## config.mk

```make
export PLATFORM = sky130hd
export DESIGN_NAME = urd_stage
export DESIGN_NICKNAME = d
export VERILOG_FILES = /design/src/urd_pkg.sv /design/src/urd_stage.sv
export SDC_FILE = /design/constraint.sdc
export NUM_CORES = 1
export LEC_CHECK = 0
export ABC_AREA = 1
export ABC_CLOCK_PERIOD_IN_PS = 2450
export BUFFER_PORTS_ARGS = -buffer_cell sky130_fd_sc_hd__buf_2
export CAP_MARGIN = 20
export CORE_UTILIZATION = 53
export CTS_CLUSTER_SIZE = 20
export DETAILED_ROUTE_END_ITERATION = 12
export PLACE_DENSITY = 0.88
export SKIP_LAST_GASP = 1
export SYNTH_ARGS = -nofsm -noshare
export SYNTH_HDL_FRONTEND = slang
export SYNTH_SLANG_ARGS = --single-unit
```

## constraint.sdc

```tcl
create_clock -name clk -period 2.45 [get_ports clk]
set_input_delay 0.49 -clock clk [delete_from_list [all_inputs] [get_ports clk]]
set_output_delay 0.49 -clock clk [all_outputs]
set_load 0.02 [all_outputs]
```

## src/urd_pkg.sv

```systemverilog
// shared types and constants of the unsigned restoring divider
package urd_pkg;

  // width of the data fields on the ports
  localparam int PORT_W = 64;

  // one finished result item
  typedef struct packed {
    logic [PORT_W-1:0] quotient;
    logic [PORT_W-1:0] remainder;
    logic              divide_by_zero;
  } urd_res_t;

endpackage

```

## src/urd_stage.sv

```systemverilog
// one shift-subtract step of the divider pipeline, registered
module urd_stage import urd_pkg::*; #(
  parameter int W = 64
) (
  input  logic         clk,
  input  logic         rst_n,
  input  logic         adv,
  input  logic         vld_i,
  input  logic [W-1:0] rem_i,
  input  logic [W-1:0] acc_i,
  input  logic [W-1:0] dvs_i,
  input  logic         dbz_i,
  output logic         vld_o,
  output logic [W-1:0] rem_o,
  output logic [W-1:0] acc_o,
  output logic [W-1:0] dvs_o,
  output logic         dbz_o
);

  logic         vld_r;
  logic [W-1:0] rem_r, rem_nxt;
  logic [W-1:0] acc_r, acc_nxt;
  logic [W-1:0] dvs_r;
  logic         dbz_r;

  logic [W:0]   shifted;
  logic [W+1:0] diff;
  logic         fits;

  // bring in the next dividend bit, trial subtract, keep on no borrow
  always_comb begin
    shifted = {rem_i, acc_i[W-1]};
    diff    = {1'b0, shifted} - {2'b00, dvs_i};
    fits    = ~diff[W+1];
    rem_nxt = fits ? diff[W-1:0] : shifted[W-1:0];
    acc_nxt = {acc_i[W-2:0], fits};
  end

  always_ff @(posedge clk) begin
    if (!rst_n) begin
      vld_r <= 1'b0;
    end else if (adv) begin
      vld_r <= vld_i;
    end
  end

  always_ff @(posedge clk) begin
    if (adv) begin
      rem_r <= rem_nxt;
      acc_r <= acc_nxt;
      dvs_r <= dvs_i;
      dbz_r <= dbz_i;
    end
  end

  assign vld_o = vld_r;
  assign rem_o = rem_r;
  assign acc_o = acc_r;
  assign dvs_o = dvs_r;
  assign dbz_o = dbz_r;

endmodule

```

==> reports/results.md <==
## Outcome
* outcome: finished, violations left
* failing checks: DRC

## STA
* tightest hold margin: 0.203 ns
* Fmax: 0.411 GHz
* setup clock skew after layout: 0 ns
* relative slew slack: 72.8%
* worst slew pin tran: 0.408 ns
* share of the clock period used by the worst path after layout: 99.4%
* minimum setup slack in the final design: 0.0145 ns
* total count of hold-check failures in the final report: 0
* setup-violating endpoint count in the final report: 0
* Setup TNS: 0 ns
* RSZ-0062 raised after global routing: true
* time the final worst path needs with I/O delays and setup: 2.44 ns
* Max Slew Vio Count: 0

## Setup path
* category of cells accounting for the largest share of critical-path delay: simple AND/OR/NAND/NOR gates
* peak fanout along the critical path: 18
* buffering stage count on the worst path with inverters included: 6
* cell repeated most along the worst path: nand2_1
* delay of the slowest critical-path stage: 0.44 ns
* arrival time at the worst endpoint: 2.62 ns
* kind of capture point of the worst setup path: flip-flop
* startpoint type of the worst setup path: primary input
* cell at the slowest stage of the critical path: ha_1
* worst-path cell chain: buf_2, inv_1, ha_1, nand2_1, nor2_2, buf_4, nand2_1, nand2_1, inv_1, nand2_1, inv_1, nand2_2, nand2_4, nand2_4, buf_12, o21ai_0
* classification of the worst setup path: primary input to flip-flop
* Worst Path Required: 2.63 ns

## Route
* Avg Vias per Cell: 5.19
* overall routed net length: 49300 µm
* DR vias: 14218
* routed wirelength normalized by instance count: 18.0 µm
* router iterations before antenna repair: 11
* count of routing violations after the opening detailed-route iteration: 1335
* antenna-violating nets left: 0
* DRC violations left: 2

## Power and ir drop
* Logic pwr share: 32.5%
* peak supply drop: 0.387 mV
* switching share of power: 36.1%
* switching pwr: 3.83 mW
* leakage: 10.1 nW
* proportion of power drawn by the clock network: 28.2%
* internal cell power: 6.77 mW
* Reg power frac: 39.3%
* PD cells: 592 nW/µm²

## Final layout
* Final Core Density: 75.4%
* Antenna diodes: 0
* commonest cells after routing, fill and taps aside: nand2_1 (688), buf_2 (389), inv_1 (375)
* layout cells sized above 1: 30.4%
* filler cell count: 1785
* number of nets in the finished design: 2667
* most common cell after layout, fill and taps aside: nand2_1
* area grow syn2layout: 38.0%

## CTS
* number of sinks on the clock net: 194
* worst-skew pair later-pin latency: 0.45 ns
* clock tree from TritonCTS: done
* clock tree root driver cell: clkbuf_16
* number of H-tree levels: 4
* number of clock buffers inserted by TritonCTS: 17
* Bufs on Longest Clock Path: 2
* clock-pin slew of the registers on the worst-case setup and hold paths: 0.09 ns

## Global routing
* antenna violations before repair: 1
* via count of the first global-routing pass: 13953
* first-pass GRT wire length: 73300 µm
* total global routing track utilization: 39.5%
* total grt overflow: 0
* pin count of the biggest net entering global routing: 62

## Synthesis
* Synth Warn #: 0
* top cells by area in the synthesized netlist: edfxtp_1 (45%), nand2_1 (20%), inv_1 (11%)
* cell area after technology mapping: 13000 µm²
* Post-Syn Nets: 2015
* sequential area share after synthesis: 44.8%
* Yosys top cell by area: edfxtp_1
* area share of the largest cell type after synthesis: 44.7%
* number of synthesized register bits: 194
* synthesized instance count: 1753
* post-synthesis cell type count: 36
* average cell area after synthesis: 7.40 µm²

## Floorplanning
* Chip Height: 158 µm
* die width: 158 µm
* area inside the core boundary: 23800 µm²
* initial cell density of the core: 54.6%
* die outline area: 25100 µm²
* I/O pin total: 391
* number of rows created at floorplan: 56

## Placed design
* pre-CTS setup slack: -0.489 ns
* gpl congestion: 1.01
* placed wire-length estimate after detailed placement: 40100 µm
* Port Buf Inserts: 390

## Worst hold path
* type of the tightest min-delay check: primary input to flip-flop

## Flow run
* MaxCap Viol Count: 0

[registers in the layout (all words and copies together), names as in the netlist]
register,flops
vld_o,1
dbz_o,1
rem_o,64
acc_o,64
dvs_o,64
[cells by family after synthesis]
kind of cell | synth area share (%)
fa+ha+maj | 6.33
buf+inv | 12.2
compound gates | 2.12
flops | 44.8
simple gates | 32.5
xor+xnor | 2.09
[synthesized netlist by cell type (all sizes together)]
cell type / number
nand3: 147
edfxtp: 193
dfxtp: 1
ha: 64
nor3: 10
inv: 384
clkbuf: 7
a21oi: 46
and3: 2
nor2: 118
nand2: 695
buf: 13
nand3b: 8
fa: 1
nor4: 6
xnor2: 1
o21bai: 1
and2: 3
clkinv: 1
o21ai: 6
xor2: 30
nand4: 16
[cell type report]
type | count | area, µm² | share of cell area (%)
multi-input cells | 1154 | 5610 | 31.3
well taps | 319 | 399 | 2.23
repair buffers | 653 | 4010 | 22.4
inverters | 385 | 1450 | 8.07
flip-flops and latches | 194 | 5820 | 32.5
clock buffers | 17 | 425 | 2.38
clock inverters | 15 | 195 | 1.09
[stage by stage]
stage	total power [mW]	cells	cell area, µm²
finish	10.6	2737	17900
global route	11.0	2737	17900
CTS	10.5	2736	17900
detailed placement	7.58	2704	17200
global placement	7.47	2704	17200
floorplan	5.98	1753	13000
[worst register-to-register path: stages (launching register included)]
cell	delay, ns
dfxtp_1	0.33
o21ai_0	0.20
a21oi_1	0.06
[worst paths after layout]
path / start / endpoint / slack (ns) / cells past startpoint
max: dvs_i[30] / rem_o[0]$_DFFE_PP_ / 0.01 / 16
min: acc_i[51] / acc_o[52]$_DFFE_PP_ / 0.20 / 1
max reg2reg: vld_o$_SDFFE_PN0P_ / vld_o$_SDFFE_PN0P_ / 1.75 / 2
min reg2reg: vld_o$_SDFFE_PN0P_ / vld_o$_SDFFE_PN0P_ / 0.62 / 2
[power groups by stage]
| stage | clock (mW) | combinational [mW] | sequential (mW) |
|---|---|---|---|
| after floorplan | 0 | 1.30 | 4.68 |
| after global placement | 0 | 3.25 | 4.22 |
| after detailed placement | 0 | 3.35 | 4.24 |
| after CTS | 2.98 | 3.37 | 4.17 |
| after global routing | 3.09 | 3.70 | 4.20 |
| final | 2.99 | 3.44 | 4.17 |
[metal layers]
metal | vias up | share of wire [%] | wire (µm) | GRT usage (%)
li1 | 6739 | - | - | -
met1 | 6511 | 39 | 19300 | 49.1
met2 | 809 | 48 | 23600 | 67.1
met3 | 157 | 8.3 | 4120 | 5.28
met4 | 2 | 4.6 | 2280 | 20.3
met5 | - | 0.026 | 13 | 0
[repair_timing]
item,in CTS,in global routing
buffers inserted,0,1
resized for setup,2,10
hold buffers,0,0
endpoints found under the setup margin,1,21
pin swaps,0,1
Note: power is estimated with default switching activity, not from simulation.
