**src/urd_pkg.sv**
```systemverilog
// shared types and constants of the unsigned restoring divider
package urd_pkg;

  // width of the data fields on the ports
  localparam int PORT_W = 64;

  // one finished result item
  typedef struct packed {
    logic [PORT_W-1:0] quotient;
    logic [PORT_W-1:0] remainder;
    logic              divide_by_zero;
  } urd_res_t;

endpackage

```
**src/urd_out_buf.sv**
```systemverilog
// output register with a skid entry behind it
module urd_out_buf import urd_pkg::*; (
  input  logic     clk,
  input  logic     rst_n,
  input  logic     push,
  input  urd_res_t push_data,
  output logic     room,
  output logic     out_valid,
  input  logic     out_stall,
  output urd_res_t out_data
);

  logic     out_vld_r, out_vld_nxt;
  urd_res_t out_dat_r, out_dat_nxt;
  logic     sk_vld_r, sk_vld_nxt;
  urd_res_t sk_dat_r, sk_dat_nxt;
  logic     pop;

  always_comb begin
    pop         = out_vld_r & ~out_stall;
    out_vld_nxt = out_vld_r;
    out_dat_nxt = out_dat_r;
    sk_vld_nxt  = sk_vld_r;
    sk_dat_nxt  = sk_dat_r;
    priority if (sk_vld_r) begin
      if (pop || !out_vld_r) begin
        out_vld_nxt = 1'b1;
        out_dat_nxt = sk_dat_r;
        sk_vld_nxt  = 1'b0;
      end
    end else if (push) begin
      if (pop || !out_vld_r) begin
        out_vld_nxt = 1'b1;
        out_dat_nxt = push_data;
      end else begin
        sk_vld_nxt = 1'b1;
        sk_dat_nxt = push_data;
      end
    end else if (pop) begin
      out_vld_nxt = 1'b0;
    end
  end

  always_ff @(posedge clk) begin
    if (!rst_n) begin
      out_vld_r <= 1'b0;
      sk_vld_r  <= 1'b0;
    end else begin
      out_vld_r <= out_vld_nxt;
      sk_vld_r  <= sk_vld_nxt;
    end
  end

  always_ff @(posedge clk) begin
    out_dat_r <= out_dat_nxt;
    sk_dat_r  <= sk_dat_nxt;
  end

  assign room      = ~sk_vld_r;
  assign out_valid = out_vld_r;
  assign out_data  = out_dat_r;

endmodule

```
**config.mk**
```make
export PLATFORM = sky130hd
export DESIGN_NAME = urd_out_buf
export DESIGN_NICKNAME = d
export VERILOG_FILES = /design/src/urd_pkg.sv /design/src/urd_out_buf.sv
export SDC_FILE = /design/constraint.sdc
export NUM_CORES = 1
export LEC_CHECK = 0
export ABC_AREA = 1
export BUFFER_PORTS_ARGS = -buffer_cell sky130_fd_sc_hd__buf_4
export CORE_ASPECT_RATIO = 0.75
export CORE_MARGIN = 1.5
export CORE_UTILIZATION = 52
export CTS_CLUSTER_DIAMETER = 60
export DETAILED_ROUTE_END_ITERATION = 8
export GPL_TIMING_DRIVEN = 0
export PLACE_DENSITY = 0.84
export SYNTH_ARGS = -nofsm -noshare
export SYNTH_HDL_FRONTEND = slang
export SYNTH_SLANG_ARGS = --single-unit
```
**constraint.sdc**
```tcl
create_clock -name clk -period 9.3 [get_ports clk]
set_clock_uncertainty 0.2 [all_clocks]
set_input_delay 0.93 -clock clk [delete_from_list [all_inputs] [get_ports clk]]
set_output_delay 0.93 -clock clk [all_outputs]
set_load 0.005 [all_outputs]
```
==> results.md, run 1 <==
- The endpoint class of the critical path is an output port.
- The number of port buffers is approximately 260.
- The cts-stage hold buffer count is 0.
- The largest fanout on the critical path is 10.
- After synthesis, the cell types taking the most area are edfxtp_1, nand2_1, buf_6, buf_2, dfxtp_1.
- The routed via count divided by cell count is 4.895.
- The total congestion overflow is 0.
- The buffer levels on the longest clock path is 3.
- The path type of the worst setup path is reg2out.
- IR analysis of the VDD net gives a maximum drop of 149.1 uV.
- For this run, asynchronously set or reset flops after synthesis account for 0%.
- The effective utilization at floorplan is a little over half.
- The endpoint arrival time on the critical path is approximately 1.4 ns.
- Yosys mapped a number of flops with a built-in enable equal to 258.
- The number of placement rows is between 40 and 50.
- The flow ran to the end, and the final reports show no timing, DRC or antenna violations.
- The count of cells resized by post-cts repair is 0.
- The relative max-transition margin is 44.09%.
- The cell area that synthesis handed to floorplanning was between 9000 and 10,000 um^2.
- With fillers left out, the area of the finished cells amounts to 12,750 um^2.
- The most used flip-flop cell after synthesis is edfxtp_1.
- Setup repair after global routing left no endpoint under its margin.
- The detailed router finished its first iteration with a little over 400 violations.
- The flip-flop and latch count after synthesis is 260.
- Buffers added to address setup during post-CTS repair amount to 0.
- 264 I/O pins were placed.
- The floorplan step defined a die boundary enclosing 19,090 um^2.
- The first global-routing pass estimated 32,610 um of wire.
- CTS built an H-tree with a depth of 1.
- The final critical path time including I/O delays and setup is between 2 and 3 ns.
- The number of buffers added by the clock tree synthesis step is 25.
- The number of DRC violations after detailed routing is 0.
- At the pin with the least slew margin, the transition time is 0.8368 ns.
- The critical path's slowest cell is dfxtp_1.
- The max-slew violation count was 0.
- The startpoint type of the worst setup path is a register.
- The first detailed-routing pass took 5 iterations.
- The share of post-route cells with drive strength above 1 is 33.67%.
- At the end of the flow, the number of nets in the layout was 1,116.
- The number of unique standard cell types used by synthesis is 12.
- The synthesized netlist net count is 818.
- The overall via count from detail_route is 6,085.
- At the worst endpoint, the required time is about 8.2 ns.
- The total negative slack is 0 ns.
- The routed wirelength normalized by instance count is 17.06 um.
- The number of setup violations in the final report is 0.
- The later pin in the worst-skew pair is clocked with a latency of 0.51 ns.
- Counting every instance in the synthesized netlist gives between 600 and 700.
- The buffer type at the clock tree root is clkbuf_16.
- The number of antenna violations at the first check in global routing is 0.
- The average instance in the mapped netlist occupies between 10 and 15 um^2.
- The total wirelength of the detailed-routed design is about 21,000 um.
- For this design the static power due to leakage is 5.412 nW.
- The width of the die is approximately 160 um.
- The largest total area in the synthesized netlist belongs to edfxtp_1.
- Based on the critical path, the design can be clocked at up to between 300 and 400 MHz.
- Relative to the synthesized area, the layout overhead comes to 34.28%.
- The power per cell area is roughly 200 nW/um^2.
- The pin count of the biggest net entering global routing is 39.
- The floorplan step defined a core boundary enclosing 17,760 um^2.
- The area fraction of the dominant cell type after synthesis is 81.60%.
- The type of the tightest min-delay check is reg2reg.
- In this run the cell area measured after placement is 11,950 um^2.
- The count of inserted antenna diode cells is 0.
- The most common cell in the synthesized netlist is nand2_1.
- The global-route usage over all layers is 22.16%.
- The share of the cycle needed by the critical path after routing is a little over a quarter.
- The sequential element share of the synthesized area is 82.02%.
- Across the run, the number of max-cap violations was 0.
- The largest single stage delay on the critical path is 0.30 ns.
- Once detailed placement completed, the half-perimeter wirelength came to 14,660 um.
- The commonest cells after synthesis are nand2_1, edfxtp_1, buf_2.
- Walking the worst path, the cells encountered are buf_4, inv_2, buf_2, buf_4.
- Clock-pin slew was measured on the worst setup and hold paths at 0.07 ns.
- Clock tree synthesis found a total of 260 sinks.
- Once placement completed, the tool counted placed cells totaling 1,198.
- In this run the remaining antenna-violating nets after routing total 0.
- The final estimated routing congestion in global placement is between 0.7 and 0.8.
- The via count of the first global-routing pass is 6,220.
- The clock tree from TritonCTS is built.
- During synthesis, Yosys emitted a total of 0 warnings.
- The number of hold violations in the final report is 0.
- From bottom edge to top edge, the die measures 120.0 um.
- By instance count, the cell type seen most on the critical path is buf_4.
- Leaving out filler cells and counting taps, the final layout contains about 1,200.
power breakdown:
part	switching [mW]	internal (mW)	total (mW)
clock	0.422	0.574	0.996
combinational	0.0988	0.107	0.206
sequential	0.0162	1.36	1.38
total	0.537	2.04	2.58
worst paths after layout:
path | endpoint | depth (start not counted) | start | slack (ns)
setup reg to reg | out_data[27]$_DFFE_PP_ | 6 | sk_vld_r$_SDFF_PN0_ | 6.85
hold / removal | out_data[94]$_DFFE_PP_ | 2 | sk_dat_r[94]$_DFFE_PP_ | 0.31
setup / recovery | room | 4 | sk_vld_r$_SDFF_PN0_ | 6.75
hold reg to reg | out_data[94]$_DFFE_PP_ | 2 | sk_dat_r[94]$_DFFE_PP_ | 0.31
cells by family after synthesis:
kind of cell | count (synthesis) | synth area share [%]
AOI/OAI and AO/OA | 2 | 0.1053
DFF | 260 | 82.02
buffers and inverters | 30 | 2.306
and+or+nand+nor | 393 | 15.56
per-layer routing:
metal	vias to the layer above	share of wire (%)	GRT usage, %
met5	-	0	0
met4	0	2.7	6.014
met3	43	9.4	7.052
met2	254	50	38.26
met1	2871	38	27.08
li1	2917	-	-
stage by stage:
stage,worst slack (ns),power (mW),utilization [%],hold slack (ns)
finish,6.751,2.577,71.77,0.3146
global route,6.683,2.655,71.77,0.3367
CTS,6.737,2.594,71.77,0.3164
detailed placement,6.445,1.607,67.28,0.3019
global placement,-1.663,1.606,66.27,0.2882
floorplan,1.248,1.471,-,0.2866
placed cells by master, fill, tap and decap left out, types with 5 or more instances in the layout:
cell       count
nand2_1      388
buf_4        265
edfxtp_1     258
clkbuf_16     25
buf_2         13
buf_6         11
buf_12         8
clkinv_2       6
clkinv_1       6
clkbuf_1       5
critical path: cells and delay by family, from the launching register on:
family / cells / cell delay, ns
flops: 1 / 0.30
buf+inv: 4 / 0.60
final cells by class:
class | instances | area [um^2]
buffer | 29 | 215.2
clock inverter | 18 | 165.2
clock buffer | 27 | 633.1
multi-input combinational | 395 | 1506
tap | 242 | 302.8
fill | 1163 | 5014
sequential | 260 | 7787
timing repair buffer | 271 | 2135
inverter | 1 | 3.754
sequential cells by signal (all words and copies together) (netlist names):
name	cells
out_data	129
out_valid	1
sk_dat_r	129
sk_vld_r	1
Power figures use the tool's default switching activity.
==> run 2, diff against run 1 <==
==> constraint.sdc (replaced) <==
create_clock -name clk -period 2.45 [get_ports clk]
set_clock_uncertainty 0.2 [all_clocks]
set_input_delay 0.245 -clock clk [delete_from_list [all_inputs] [get_ports clk]]
set_output_delay 0.245 -clock clk [all_outputs]
set_load 0.005 [all_outputs]
==> results.md, run 2 (synthesized netlist as in run 1, its figures left out) <==
- The finished cells cover 14,130 um^2.
- The cell count of the worst reg-to-reg path is 7.
- Summed over all layers, the global routing overflow is 0.
- Across all layers, the routed design uses 7,120 vias.
- Setup repair after global routing left no endpoint under its margin.
- Entering global routing, the biggest net connects 33 pins.
- The path with the worst hold slack has its endpoint at sk_dat_r[26]$_DFFE_PP_.
- The instance count after placement with tap cells included is about 1,200.
- The worst IR drop on VDD is around 550 uV.
- The number of antenna violations at the first check in global routing is 0.
- The signal on the critical path passes through buf_6, buf_6, nor2_4, a21oi_4, buf_12, buf_12, buf_12.
- The cell family contributing the most delay on the critical path is buffers and inverters.
- The number of placement rows is 42.
- Across all hold checks on the routed design, the worst slack comes to between 0.2 and 0.3 ns.
- Before antenna repair, the detailed router went through 8 iterations.
- The clock sink total is 260.
- Headroom to the max-slew limit came out at ~66%.
- The total wirelength of the detailed-routed design is 27,770 um.
- The buffer levels on the longest clock path is 3.
- In the layout the commonest cells are nand2_1, buf_4, edfxtp_1.
- The type of the tightest min-delay check is in2reg.
- The total negative slack is 0 ns.
- The number of nets at the end of the flow is about 1,300.
- The critical hold path startpoint is push_data[26].
- Cell internal power was estimated by the tool at 7.902 mW.
- In this run the standard cell core region covers 17,760 um^2.
- The area of the die is roughly 19,000 um^2.
- The cell sitting at the root of the clock tree is a clkbuf_16.
- In this run the critical register-to-register path is launched from sk_vld_r$_SDFF_PN0_.
- The endpoint arrival time on the critical path is around 2.3 ns.
- The die height is 120.0 um.
- The number of hold violations in the final report is 0.
- The final critical path time including I/O delays and setup is ~2.3 ns.
- In this run, CTS created clock tree buffers numbering 25.
- The leading cell type in the layout, fill and taps excluded is nand2_1.
- The global-route usage over all layers is slightly below 30%.
- The number of setup violations in the final report is 0.
- After the flow finishes, the layout carries non-filler instances totaling between 1,000 and 1,500.
- The maximum clock frequency is approximately 430 MHz.
- At the pin with the least slew margin, the transition time is 0.5068 ns.
- The analysis attributes to cell leakage a power of 5.989 nW.
- After layout, the worst path uses 94.56% of the clock period.
- The setup check on the worst reg-to-reg path leaves a slack of 0.13 ns.
- The largest fanout on the critical path is 30.
- The first global-routing pass estimated approximately 42,000 um of wire.
- Combinational logic is responsible for 10.2% of the overall power.
- The worst setup path is captured at a register.
- After filler insertion, the fill cell instance count of the layout stands at 940.
- The maximum single-stage delay on the critical path is 0.37 ns.
- Of the cells placed in the final design, the portion with a size suffix greater than 1 is between 20% and 30%.
- STA puts the critical path data required time at 2.45 ns.
- Using the TritonRoute via totals, the vias-per-cell ratio works out to 5.163.
- Together, buffers and inverters on the worst path number 5.
- The post-detailed-route count of antenna-violating nets is 0.
- In this design, the critical path's most frequently occurring cell is buf_12.
- The via count of the first global-routing pass was 7,387.
- The destination of the worst register-to-register timing path is out_data[72]$_DFFE_PP_.
- Along the worst hold path, the cell count comes to 2.
- The effective utilization at floorplan is 53.45%.
- In this run the horizontal extent of the chip is 159.0 um.
- The count of boundary I/O pins is 264.
- In the routed design, unresolved DRC markers number 0.
- The flow ran to the end, and the final reports show no timing, DRC or antenna violations.
- The H-tree level count is 1.
- The max-slew violation count is 0.
- Once layout is complete, the utilization of the core stands at 79.57%.
- During placement, the flow inserted port buffers numbering 263.
- The clock share of power is 37.9%.
- The final estimated routing congestion in global placement is 0.7785.
- The largest individual stage delay along the critical path comes from the cell a21oi_4.
- The clock-pin transition on the worst setup and hold timing paths is ~0.07 ns.
- The detailed router finished its first iteration with 857 violations.
- For the worst-skew pair, the clock arrives at the later sink with an insertion delay of a little over 0.5 ns.
- The placed wire-length estimate is roughly 15,000 um.
- Of the total power, the share spent switching nets is 21.66%.
- From synthesis to final layout, the design area changed by 48.87%.
- TritonCTS built the clock tree.
- The power per cell area is a little over 700 nW/um^2.
- The startpoint type of the worst setup path is a register.
- The sequential group share of total power is 51.9%.
- The switching power total is between 2 and 2.5 mW.
- The placement-stage cell area is 11,990 um^2.
- Max-cap violations in this run came to 0.
- The number of antenna diodes in the final layout is 0.
- In the final routed layout, each cell accounts on average for around 20 um.
- The critical path in this run is classified as reg2reg.
==> run 2: worst max path at each step <==
stage                     slack (ns)  cells past startpoint                endpoint                 from
after floorplan                -0.85                      4   out_data[0]$_DFFE_PP_  sk_vld_r$_SDFF_PN0_
after global placement         -1.97                      4  out_data[48]$_DFFE_PP_  sk_vld_r$_SDFF_PN0_
after detailed placement        0.18                      7  out_data[66]$_DFFE_PP_  sk_vld_r$_SDFF_PN0_
after CTS                       0.17                      7  out_data[81]$_DFFE_PP_  sk_vld_r$_SDFF_PN0_
after global routing            0.04                      7  out_data[67]$_DFFE_PP_  sk_vld_r$_SDFF_PN0_
final                           0.13                      7  out_data[72]$_DFFE_PP_  sk_vld_r$_SDFF_PN0_
==> run 2: timing repair <==
item / 4_1_cts / 5_1_grt
buffers inserted: 0 / 0
endpoints found under the hold margin: 268 / 0
hold buffers: 135 / 0
resized for setup: 0 / 1
endpoints found under the setup margin: 0 / 1
==> run 2: per-stage QoR <==
stage               setup slack [ns]  total power, mW
floorplan                    -0.8462            5.555
global placement              -1.974            6.060
CTS                           0.1694            9.983
finish                        0.1333            10.09
global route                 0.03597            10.34
detailed placement            0.1791            6.115
==> run 2: final cells by class <==
| cell class | count | area (um^2) | area share, % |
|---|---|---|---|
| repair buffers | 407 | 3513 | 24.86 |
| flip-flops and latches | 260 | 7789 | 55.11 |
| clock buffers | 30 | 644.4 | 4.559 |
| plain buffers | 29 | 222.7 | 1.576 |
| well taps | 242 | 302.8 | 2.142 |
| inverters | 1 | 3.754 | 0.02656 |
| clock inverters | 15 | 143.9 | 1.018 |
| multi-input cells | 395 | 1514 | 10.71 |
==> run 2: per-layer routing <==
layer  global-route usage, %  up-vias  share of wire (%)  wire length (um)
met5                   1.070        -                  0                 0
met1                   36.57     3427                 38             10560
li1                        -     3192                  -                 -
met2                   50.44      438                 50             13850
met3                   6.948       63                9.3              2591
met4                   8.137        0                2.8               776
==> run 2: power by group through the flow <==
stage	sequential (mW)	combinational [mW]	clock (mW)
after floorplan	5.34	0.213	0
after global placement	5.33	0.729	0
after detailed placement	5.32	0.799	0
after CTS	5.22	0.984	3.78
after global routing	5.25	1.09	4.00
final	5.24	1.03	3.82
==> run 3, diff against run 2 <==
--- a/config.mk
+++ b/config.mk
@@ -14,6 +14,7 @@
 export DETAILED_ROUTE_END_ITERATION = 8
 export GPL_TIMING_DRIVEN = 0
 export PLACE_DENSITY = 0.84
+export RECOVER_POWER = 100
 export SYNTH_ARGS = -nofsm -noshare
 export SYNTH_HDL_FRONTEND = slang
 export SYNTH_SLANG_ARGS = --single-unit
==> results.md, run 3 (synthesized netlist as in run 1, its figures left out) <==
- The depth of the critical timing path with buffers and inverters included is 4.
- In the routed design, unresolved DRC markers number 0.
- The clock-pin transition on the worst setup and hold timing paths is 0.07 ns.
- The startpoint type of the worst setup path is a register.
- met2 is the most crowded layer.
- In the finished design, the share of the clock period the worst path needs comes to 95.73%.
- The initial DRC count is 915.
- The width of the die is 159.0 um.
- The worst register-to-register path has a depth of 4.
- The global-route track usage on met3 is 6.948%.
- Walking the worst path, the cells encountered are nand3_1, nor2_4, clkbuf_4, buf_8.
- In this run the static leakage power is 5.467 nW.
- The final estimated routing congestion in global placement is 0.7785.
- The worst register-to-register path begins at out_valid$_SDFFE_PN0P_.
- The critical path's slowest cell is clkbuf_4.
- The pin count of the biggest net entering global routing is 33.
- The clock sink total is 260.
- The met1 track demand over resource in global routing is 36.57%.
- In this run the number of H-tree levels came out at 1.
- The leading cell type in the layout, fill and taps excluded is nand2_1.
- The routed via count divided by cell count is 5.134.
- The later pin in the worst-skew pair is clocked with a latency of 0.51 ns.
- Summing internal, switching and leakage power gives 9.934 mW.
- The worst setup path is captured at a register.
- The number of hold violations in the final report is 0.
- In this design, the largest share of critical-path delay is due to buffers and inverters.
- Once the clock tree was built, the setup fixing pass inserted 0 buffers.
- The setup path with the least slack is of type reg2reg.
- The die covers 19,090 um^2.
- The run finished with clean final reports.
- From synthesis to final layout, the design area changed by 42.78%.
- The global-route usage over all layers is approximately 29%.
- The wire length of the first global-routing pass is roughly 42,000 um.
- The launching element of the worst setup path is out_valid$_SDFFE_PN0P_.
- The finished layout holds 1,379 standard cells, fillers aside.
- On the worst path, the slowest cell contributes a delay of 0.52 ns.
- Setup repair after global routing left no endpoint under its margin.
- In the layout the commonest cells are nand2_1, edfxtp_1, clkbuf_4.
- The total overflow left after global routing is 0.
- The buffer type at the clock tree root is clkbuf_16.
- Following the worst setup path forward leads to its endpoint at sk_dat_r[46]$_DFFE_PP_.
- For this design the ratio of total power to cell area is 732.8 nW/um^2.
- The placed instances occupy a cell area of 11,990 um^2.
- Across all register-to-register paths, the minimum setup slack is 0.10 ns.
- The die height is 120.0 um.
- Cells with a size suffix above 1 make up 18.03% of the layout.
- After detailed routing, the average wire length per cell comes to just under 20 um.
- The destination of the worst register-to-register timing path is sk_dat_r[46]$_DFFE_PP_.
- The net count of the finished layout is 1,252.
- The placed wire-length estimate is between 10,000 and 15,000 um.
- The instance count after placement with tap cells included is 1,199.
- The number of antenna diodes in the final layout is 0.
- The number of detailed-route iterations in the first pass is 8.
- No sink is reached through more buffers than the 3 on the longest clock path.
- The number of antenna violations at the first check in global routing is 0.
- The routed layout has 7,080 vias.
- The critical hold path startpoint is push_data[26].
- The combined buffer and inverter count along the critical path is 2.
- The count of boundary I/O pins is 264.
- The transition time at the pin with the least slew margin is roughly 0.9 ns.
- The number of buffers added by the clock tree synthesis step is 25.
- The number of setup violations in the final report is 0.
- The number of placement rows is between 40 and 50.
- The final critical path time including I/O delays and setup is 2.345 ns.
- For this configuration, the core starts out at a cell density of 53.45%.
- The via count of the first global-routing pass was 7,387.
- The type of the tightest min-delay check is in2reg.
- The global-route met2 utilization is between 50% and 60%.
- TritonCTS built the clock tree.
- The post-detailed-route count of antenna-violating nets is 0.
- The total non-filler cell area in the finished layout is around 14,000 um^2.
- Across the VDD grid, the largest voltage drop is 545.8 uV.
- The maximum clock frequency is 426.4 MHz.
- The relative max-transition margin is 39.13%.
- The worst endpoint required time is 2.44 ns.
- The endpoint arrival time on the critical path is 2.33 ns.
- The routed design has 27,320 um of wire.
- The area inside the core boundary is 17,760 um^2.
- The max-slew violation count is 0.
- The largest fanout on the critical path is 32.
- The number of port buffers is between 200 and 300.
- The count of maximum capacitance violations is 0.
[run 3: cell count changes in the layout (fill, tap and decap cells not counted), sizes merged]
cell and delta:
clkbuf +276, buf -276
[run 3: metal layers]
| metal | wire (um) | part of all wire [%] | up-vias |
|---|---|---|---|
| met5 | 0 | 0 | - |
| met4 | 794 | 2.9 | 0 |
| met3 | 2590 | 9.5 | 69 |
| met2 | 13780 | 50 | 427 |
| met1 | 10160 | 37 | 3379 |
| li1 | - | - | 3205 |
[run 3: layout make-up]
class | count | area [um^2]
plain buffers | 29 | 153.9
clock buffers | 30 | 644.4
clock inverters | 15 | 143.9
fillers | 1131 | 4207
inverters | 1 | 3.754
multi-input cells | 395 | 1514
flip-flops and latches | 260 | 7787
well taps | 242 | 302.8
repair buffers | 407 | 3005
[run 3: stage by stage]
| step | hold WS, ns | setup slack [ns] | setup TNS, ns | utilization, % |
|---|---|---|---|---|
| 6_report | 0.2805 | 0.1046 | 0 | 76.32 |
| 5_1_grt | 0.2790 | 0.02013 | 0 | 76.32 |
| 4_1_cts | 0.2505 | 0.1694 | 0 | 79.57 |
| 3_5_place_dp | 0.2340 | 0.1791 | 0 | 67.53 |
| 3_3_place_gp | 0.2329 | -1.974 | -458.91 | 66.47 |
| 2_1_floorplan | 0.1439 | -0.8462 | -194.49 | - |
[run 3: report_power, final]
part	switching (mW)	internal (mW)	total (mW)
Clock	1.62	2.19	3.81
Combinational	0.462	0.431	0.893
Sequential	0.0713	5.16	5.23
[run 3: worst min-delay path by stage]
stage                                    to  slack (ns)  cells after the start
finish               sk_dat_r[26]$_DFFE_PP_        0.28                      2
CTS                  sk_dat_r[34]$_DFFE_PP_        0.25                      2
floorplan             sk_dat_r[0]$_DFFE_PP_        0.14                      0
detailed placement   sk_dat_r[47]$_DFFE_PP_        0.23                      1
global placement    sk_dat_r[103]$_DFFE_PP_        0.23                      1
global route         sk_dat_r[75]$_DFFE_PP_        0.28                      2
[run 3: what timing repair did]
action,4_1_cts,5_1_grt
gates resized for setup,0,1
hold endpoints to repair,268,0
setup endpoints to repair,0,1
hold buffers,135,0
